**config.mk**
```make
export PLATFORM = sky130hd
export DESIGN_NAME = humidity_temp_frame_decoder
export DESIGN_NICKNAME = d
export VERILOG_FILES = /design/src/rtl/htfd_pkg.sv /design/src/rtl/htfd_frame.sv /design/src/rtl/humidity_temp_frame_decoder.sv
export VERILOG_INCLUDE_DIRS = /design/src /design/src/rtl
export SDC_FILE = /design/constraint.sdc
export NUM_CORES = 1
export LEC_CHECK = 0
export BUFFER_PORTS_ARGS = -buffer_cell sky130_fd_sc_hd__buf_2
export CELL_PAD_IN_SITES_DETAIL_PLACEMENT = 1
export CELL_PAD_IN_SITES_GLOBAL_PLACEMENT = 1
export CORE_MARGIN = 2
export CORE_UTILIZATION = 51
export CTS_CLUSTER_DIAMETER = 120
export DETAILED_ROUTE_END_ITERATION = 12
export GPL_TIMING_DRIVEN = 0
export PLACE_DENSITY_LB_ADDON = 0.12
export SLEW_MARGIN = 20
export SYNTH_ARGS = -nofsm -noshare
export SYNTH_HDL_FRONTEND = slang
export SYNTH_SLANG_ARGS = --single-unit
export TNS_END_PERCENT = 20
```
**constraint.sdc**
```tcl
create_clock -name clock -period 16.91 [get_ports clock]
set_clock_uncertainty 0.1 [all_clocks]
set_input_delay 2.5365 -clock clock [delete_from_list [all_inputs] [get_ports clock]]
set_output_delay 2.5365 -clock clock [all_outputs]
set_load 0.01 [all_outputs]
```
**src/rtl/humidity_temp_frame_decoder_assert.svh**
```systemverilog
// Assertion macros shared by the frame decoder RTL.
// Expects a clock named clock and an active-high synchronous reset named reset in scope.
`ifndef HUMIDITY_TEMP_FRAME_DECODER_ASSERT_SVH
`define HUMIDITY_TEMP_FRAME_DECODER_ASSERT_SVH

// Condition holds at every clock edge outside reset
`define HTFD_ASSERT_ALWAYS(label, cond, msg) \
   label: assert property (@(posedge clock) disable iff (reset) (cond)) else $error(msg);

// Consequent holds in the same cycle as the antecedent
`define HTFD_ASSERT_SAME(label, ante, cons, msg) \
   label: assert property (@(posedge clock) disable iff (reset) (ante) |-> (cons)) \
      else $error(msg);

// Consequent holds in the cycle after the antecedent
`define HTFD_ASSERT_NEXT(label, ante, cons, msg) \
   label: assert property (@(posedge clock) disable iff (reset) (ante) |=> (cons)) \
      else $error(msg);

`endif

```
**src/rtl/htfd_pkg.sv**
```systemverilog
// Types, constants and conversion functions for the humidity/temperature frame decoder.
// No dependencies; imported by htfd_frame and humidity_temp_frame_decoder.
package htfd_pkg;

   // Byte positions within the six-byte reply
   localparam logic [2:0] POS_T_MSB = 3'd0;
   localparam logic [2:0] POS_T_LSB = 3'd1;
   localparam logic [2:0] POS_T_CRC = 3'd2;
   localparam logic [2:0] POS_H_MSB = 3'd3;
   localparam logic [2:0] POS_H_LSB = 3'd4;
   localparam logic [2:0] POS_H_CRC = 3'd5;

   // CRC-8 settings
   localparam logic [7:0] CRC_INIT = 8'hFF;
   localparam logic [7:0] CRC_POLY = 8'h31;
   localparam logic [7:0] CRC_MSB  = 8'h80;

   // Full-scale spans in hundredths and offsets
   localparam logic [14:0] SPAN_C    = 15'd17500;
   localparam logic [14:0] SPAN_F    = 15'd31500;
   localparam logic [14:0] SPAN_H    = 15'd10000;
   localparam logic [15:0] OFFS_C    = 16'd4500;
   localparam logic [15:0] OFFS_F    = 16'd4900;
   localparam logic [31:0] WORD_FULL = 32'd65535;

   typedef struct packed {
      logic [7:0] rx_byte;
      logic       frame_start;
   } req_type;

   typedef struct packed {
      logic signed [14:0] temp_centi_c;
      logic signed [15:0] temp_centi_f;
      logic [13:0]        humidity_centi_pct;
      logic               temp_word_ok;
      logic               hum_word_ok;
   } rsp_type;

   // Status of the transaction held in the input register
   typedef struct packed {
      logic    last_byte;
      rsp_type result;
   } frame_stat_type;

   // One byte through the CRC-8 register, MSB first
   function automatic logic [7:0] crc8_byte(input logic [7:0] crc, input logic [7:0] data);
      logic [7:0] r;
      r = crc ^ data;
      for (int k = 0; k < 8; k++) begin
         if ((r & CRC_MSB) != 8'd0) begin
            r = {r[6:0], 1'b0} ^ CRC_POLY;
         end else begin
            r = {r[6:0], 1'b0};
         end
      end
      return r;
   endfunction

   // floor(raw * span / 65535): reciprocal estimate, then one compare and correct
   function automatic logic [14:0] scale_word(input logic [15:0] raw, input logic [14:0] span);
      logic [30:0] prod;
      logic [31:0] est;
      logic [15:0] quo;
      logic [31:0] rem;
      prod = raw * span;
      est  = {1'b0, prod} + {17'd0, prod[30:16]} + 32'd1;
      quo  = est[31:16];
      rem  = {1'b0, prod} - ({quo, 16'd0} - {16'd0, quo});
      if (rem >= WORD_FULL) begin
         quo = quo + 16'd1;
      end
      return quo[14:0];
   endfunction

endpackage

```
**src/rtl/htfd_frame.sv**
```systemverilog
// Frame tracker: byte position, running CRC, captured words and unit conversions.
// Depends on htfd_pkg and humidity_temp_frame_decoder_assert.svh.
`include "humidity_temp_frame_decoder_assert.svh"

module htfd_frame
   import htfd_pkg::*;
(
   input  logic           clock,
   input  logic           reset,
   input  req_type        item,
   input  logic           commit,
   output frame_stat_type stat
);

   logic [2:0]         pos_ff, pos_in;
   logic [7:0]         crc_ff, crc_in;
   logic [15:0]        temp_raw_ff, temp_raw_in;
   logic [7:0]         hum_high_ff, hum_high_in;
   logic [7:0]         hum_low_ff, hum_low_in;
   logic               temp_ok_ff, temp_ok_in;
   logic signed [14:0] temp_c_ff, temp_c_in;
   logic signed [15:0] temp_f_ff, temp_f_in;

   logic [2:0]  eff_pos;
   logic [7:0]  crc_base;
   logic [7:0]  crc_next;
   logic [14:0] q_c;
   logic [14:0] q_f;
   logic [14:0] q_h;
   logic [15:0] diff_c;
   logic [15:0] diff_f;

   // Resolve the position of this transaction's byte
   always_comb begin
      if (item.frame_start || (pos_ff > POS_H_CRC)) begin
         eff_pos = POS_T_MSB;
      end else begin
         eff_pos = pos_ff;
      end
   end

   // Restart the CRC at the head of each group
   assign crc_base = ((eff_pos == POS_T_MSB) || (eff_pos == POS_H_MSB)) ? CRC_INIT : crc_ff;
   assign crc_next = crc8_byte(crc_base, item.rx_byte);

   // Convert the stored words to hundredths
   assign q_c    = scale_word(temp_raw_ff, SPAN_C);
   assign q_f    = scale_word(temp_raw_ff, SPAN_F);
   assign q_h    = scale_word({hum_high_ff, hum_low_ff}, SPAN_H);
   assign diff_c = {1'b0, q_c} - OFFS_C;
   assign diff_f = {1'b0, q_f} - OFFS_F;

   // Advance the frame state on each committed transaction
   always_comb begin
      pos_in      = pos_ff;
      crc_in      = crc_ff;
      temp_raw_in = temp_raw_ff;
      hum_high_in = hum_high_ff;
      hum_low_in  = hum_low_ff;
      temp_ok_in  = temp_ok_ff;
      temp_c_in   = temp_c_ff;
      temp_f_in   = temp_f_ff;
      if (commit) begin
         crc_in = crc_next;
         pos_in = (eff_pos >= POS_H_CRC) ? POS_T_MSB : eff_pos + 3'd1;
         case (eff_pos)
            POS_T_MSB: begin
               temp_raw_in = {item.rx_byte, 8'd0};
            end
            POS_T_LSB: begin
               temp_raw_in = {temp_raw_ff[15:8], item.rx_byte};
            end
            POS_T_CRC: begin
               temp_ok_in = (crc_next == 8'd0);
               temp_c_in  = diff_c[14:0];
               temp_f_in  = diff_f;
            end
            POS_H_MSB: begin
               hum_high_in = item.rx_byte;
            end
            POS_H_LSB: begin
               hum_low_in = item.rx_byte;
            end
            default: begin
            end
         endcase
      end
   end

   // Present the result for the final byte of a frame
   always_comb begin
      stat.last_byte                 = (eff_pos == POS_H_CRC);
      stat.result.temp_centi_c       = temp_c_ff;
      stat.result.temp_centi_f       = temp_f_ff;
      stat.result.humidity_centi_pct = q_h[13:0];
      stat.result.temp_word_ok       = temp_ok_ff;
      stat.result.hum_word_ok        = (crc_next == 8'd0);
   end

   // Control state
   always_ff @(posedge clock) begin
      if (reset) begin
         pos_ff      <= POS_T_MSB;
         crc_ff      <= CRC_INIT;
         temp_raw_ff <= 16'd0;
         hum_high_ff <= 8'd0;
         hum_low_ff  <= 8'd0;
         temp_ok_ff  <= 1'b0;
      end else begin
         pos_ff      <= pos_in;
         crc_ff      <= crc_in;
         temp_raw_ff <= temp_raw_in;
         hum_high_ff <= hum_high_in;
         hum_low_ff  <= hum_low_in;
         temp_ok_ff  <= temp_ok_in;
      end
   end

   // Converted temperature, loaded after the temperature CRC byte
   always_ff @(posedge clock) begin
      temp_c_ff <= temp_c_in;
      temp_f_ff <= temp_f_in;
   end

   `HTFD_ASSERT_ALWAYS(a_pos_range, pos_ff <= POS_H_CRC, "frame position out of range")
   `HTFD_ASSERT_NEXT(a_wrap, commit && stat.last_byte, pos_ff == POS_T_MSB, "no wrap after last byte")
   `HTFD_ASSERT_NEXT(a_temp_flag, commit && (eff_pos == POS_T_CRC), temp_ok_ff == (crc_ff == 8'd0), "temperature CRC flag mismatch")

endmodule

```
**src/rtl/humidity_temp_frame_decoder.sv**
```systemverilog
// Top level of the humidity/temperature frame decoder: input and result registers.
// Depends on htfd_pkg, htfd_frame and humidity_temp_frame_decoder_assert.svh.
//
//   channel | direction | handshake            | payload
//   req_    | in        | req_valid/req_ready  | req_data (req_type)
//   rsp_    | out       | rsp_valid/rsp_ready  | rsp_data (rsp_type)
//
// One byte per cycle unless a result stalls; each result goes from input register to result register.
// The input register feeds the CRC update and constant scaling; the result register holds output.
// Reset clears the frame position to the first byte and the CRC to 0xFF; no clearing pass.
// A stalled result blocks only the sixth byte of the next frame; other bytes keep flowing.
`include "humidity_temp_frame_decoder_assert.svh"

module humidity_temp_frame_decoder
   import htfd_pkg::*;
(
   input  logic    clock,
   input  logic    reset,
   input  logic    req_valid,
   output logic    req_ready,
   input  req_type req_data,
   output logic    rsp_valid,
   input  logic    rsp_ready,
   output rsp_type rsp_data
);

   req_type        in_ff, in_in;
   logic           in_valid_ff, in_valid_in;
   rsp_type        out_ff, out_in;
   logic           out_valid_ff, out_valid_in;
   logic           out_free;
   logic           advance;
   frame_stat_type stat;

   htfd_frame u_frame (
      .clock  (clock),
      .reset  (reset),
      .item   (in_ff),
      .commit (advance),
      .stat   (stat)
   );

   // Move the held transaction on unless its result has nowhere to go
   assign out_free  = !out_valid_ff || rsp_ready;
   assign advance   = in_valid_ff && (!stat.last_byte || out_free);
   assign req_ready = !in_valid_ff || advance;

   // Next values of the two registers
   always_comb begin
      in_valid_in  = (req_valid && req_ready) || (in_valid_ff && !advance);
      in_in        = (req_valid && req_ready) ? req_data : in_ff;
      out_valid_in = (advance && stat.last_byte) || (out_valid_ff && !rsp_ready);
      out_in       = (advance && stat.last_byte) ? stat.result : out_ff;
   end

   always_ff @(posedge clock) begin
      if (reset) begin
         in_valid_ff  <= 1'b0;
         out_valid_ff <= 1'b0;
      end else begin
         in_valid_ff  <= in_valid_in;
         out_valid_ff <= out_valid_in;
      end
   end

   // Payload registers
   always_ff @(posedge clock) begin
      in_ff  <= in_in;
      out_ff <= out_in;
   end

   assign rsp_valid = out_valid_ff;
   assign rsp_data  = out_ff;

   `HTFD_ASSERT_SAME(a_no_overwrite, advance && stat.last_byte, out_free, "pending result overwritten")
   `HTFD_ASSERT_NEXT(a_result_shown, advance && stat.last_byte, out_valid_ff, "result lost")
   `HTFD_ASSERT_NEXT(a_rsp_hold, rsp_valid && !rsp_ready, rsp_valid && $stable(rsp_data), "result changed while stalled")

endmodule

```
==> flow_summary.yaml <==
worst_setup_path:
  start_kind: "register"
  path_max_fanout: 10
  path_class: "reg2reg"
  slowest_stage: "dfxtp_1"
  cp-startpoint: "u_frame.temp_raw_ff[3]$_SDFFE_PP0P_"
  cp_data_required_time_ps: 16990
  rr_startpoint: "u_frame.temp_raw_ff[3]$_SDFFE_PP0P_"
  slowest_delay_ps: 810
  end_kind: "register"
  worst-endpoint-arrival_ps: 15830
floorplanning:
  die_w_um: 228
  rows: 81
  fp.dieH_um: 228
  die_area_mm2: 0.0519
  initial_core_util: 0.519
  core_mm2: 0.0492
  io_pins: 62
global_routing:
  met2_usage: 0.542
  grt-busiest-layer: "met2"
  grt_antenna_before_repair: 1
  use_met1: 0.368
  grt_max_degree: 49
  grtUsageTotal: 0.301
  overflow: 0
  grt_pass1_wl_um: 127000
  grt_pass1_vias: 24300
  globalRouteMet3Util: 0.0244
drt:
  wl_per_cell_um: 20.8
  wl_um: 78000
  route.vias.total: 22400
  vias_per_cell: 5.98
  drt_first_pass_iters: 5
  drtAntennaViolNets: 0
  drc: 0
  drt-initial-drc-count: 1050
pwr:
  p_comb_frac: 0.648
  p_per_area_mw_per_mm2: 79.4
  clkPwrFrac: 0.179
  seq_power_share: 0.173
  ir_worst_vdd_uv: 73.7
  switching_power_mw: 1.06
  leakage_nw: 13.9
  switching_share: 0.489
  power.internal_mw: 1.11
clock_tree:
  tritoncts: "done"
  clk_pin_slew_ps: 70
  cts_hold_buf: 0
  clkSinkCount: 133
  root_buffer: "clkbuf_16"
  h-tree-depth: 4
  cts-resized-gates: 0
  cts_inserted_buffers: 17
  clock_latency_ps: 440
  post_cts_buffers: 0
  ctsLongestPathBuffers: 2
sta:
  tns_ps: 0
  period_share: 0.931
  rsz0062_at_grt: "false"
  clock.fmax_ghz: 0.0635
  period_needed_ps: 15750
  worstMarginPinSlew_ps: 968
  maxSlewViolCount: 0
  finalSetupViolCount: 0
  hold_viol: 0
  relSlewSlack: 0.338
synthesis:
  yosysWarnings: 0
  synth_top_area_cell: "ha_1"
  synth_fp_nets: 3638
  syn_inst: 2994
  synth.avg_cell_area_um2: 8.53
  synth-seq-cells: 133
  synthesis.area_mm2: 0.0255
  ys_top_cells_by_area: "ha_1, fa_1, edfxtp_1, inv_1, xnor2_1"
  yosys.cell_types.count: 104
  synth-async-reset-ratio: 0
  synth_flop_cell: "edfxtp_1"
  yosysSeqAreaShare: 0.138
  synth_top_area_share: 0.234
  synth_edf_count: 87
placed_design:
  placedCellCount: 3719
  place_congestion: 0.941
  numPortBuffers: 60
  hpwl_um: 65700
cells_and_area:
  final_layout_size_suffix_gt1_frac: 0.0538
  syn2layout_area_growth_pct: 6.93
  final_cell_count_no_fill: 3752
  fill_cells: 5915
  nets: 3718
hold_path:
  min_from: "u_frame.temp_c_ff[1]$_DFFE_PP_"
  min_path_type: "reg2reg"
run_status:
  status: "completed"
flow_run:
  drv_cap: 0
## through the flow
step	hold WS (ps)	area (um2)	util	power (mW)	setup slack, ps
2_1_floorplan	300	25500	-	1.40	4270
6_report	314	27300	0.555	2.17	1160
3_5_place_dp	306	26700	0.543	1.76	1380
5_1_grt	320	27300	0.555	2.34	591
3_3_place_gp	304	26700	0.542	1.70	1830
4_1_cts	315	27300	0.555	2.16	1310
## power groups by stage
stage	Clock, mW	Sequential [mW]	Combinational (mW)
6_report	0.388	0.375	1.40
5_1_grt	0.405	0.375	1.56
4_1_cts	0.392	0.375	1.39
3_5_place_dp	0	0.382	1.38
3_3_place_gp	0	0.381	1.32
2_1_floorplan	0	0.376	1.02
## flip-flops by register name (all words and copies together) (netlist names)
register             cells
u_frame.hum_low_ff       8
in_ff                    9
u_frame.temp_c_ff       15
u_frame.temp_ok_ff       1
rsp_valid                1
u_frame.crc_ff           8
rsp_data                47
u_frame.pos_ff           3
in_valid_ff              1
u_frame.temp_f_ff       16
u_frame.temp_raw_ff     16
u_frame.hum_high_ff      8
## critical path, delay by kind of cell (launching register included)
kind | cells | cell delay [ps]
buffers and inverters | 11 | 2450
AOI/OAI and AO/OA | 15 | 3970
DFF | 1 | 810
xor gates and xnor gates | 2 | 470
and+or+nand+nor | 10 | 2940
adders and majority gates | 11 | 4720
## cells in the final DEF (no fill, tap or decap), types with 72 or more instances in the layout
| cell | netlist | layout |
|---|---|---|
| ha_1 | 477 | 477 |
| nand3_1 | 72 | 72 |
| a21oi_1 | 151 | 151 |
| xnor2_1 | 169 | 169 |
| a21o_1 | 84 | 84 |
| o21ai_0 | 93 | 93 |
| edfxtp_1 | 87 | 87 |
| nor2_1 | 186 | 186 |
| inv_1 | 505 | 505 |
| fa_1 | 154 | 154 |
| nand2_1 | 135 | 135 |
## cell usage after synthesis (30+ instances only)
master / number
mux2i_1: 30
o21a_1: 38
dfxtp_1: 46
a21oi_1: 151
o21ai_0: 93
nor2_1: 186
edfxtp_1: 87
xnor2_1: 169
nand2_1: 135
a21o_1: 84
fa_1: 154
and2_1: 40
clkbuf_1: 57
inv_1: 505
ha_1: 477
a211oi_1: 35
nand4_1: 32
xor2_1: 42
nand3_1: 72
nor3_1: 66
and3_1: 40
## layer usage
metal / vias up / wire length, um
met3: 167 / 2130
li1: 10700 / -
met1: 11100 / 33700
met4: 0 / 3600
met5: - / 0
met2: 478 / 38600
## final timing paths
kind,end,slack [ps],cells past startpoint
max,u_frame.temp_f_ff[14]$_DFFE_PP_,1160,49
max reg2reg,u_frame.temp_f_ff[14]$_DFFE_PP_,1160,49
min,rsp_data[33]$_DFFE_PP_,310,0
min reg2reg,rsp_data[33]$_DFFE_PP_,310,0
## cell families (layout without fill, tap and decap cells)
family,count (synthesis),after routing,synth area share
and+or+nand+nor,735,735,0.148
AOI/OAI and AO/OA,671,671,0.185
adders and majority gates,631,631,0.355
buffers and inverters,576,669,0.0863
xor gates and xnor gates,212,212,0.0730
DFF,133,133,0.138
muxes,36,36,0.0144
other,0,1,0
## layout make-up
type                       instances  area, um2  area share
multi-input combinational       2285      19800       0.726
sequential                       133       3530       0.129
inverter                         507       1900      0.0697
tap                              664        831      0.0304
clock buffer                      18        450      0.0165
timing repair buffer              61        320      0.0117
buffer                            69        299      0.0110
clock inverter                    14        154     0.00564
antenna                            1       2.50   0.0000917
Note: power is estimated with default switching activity, not from simulation.
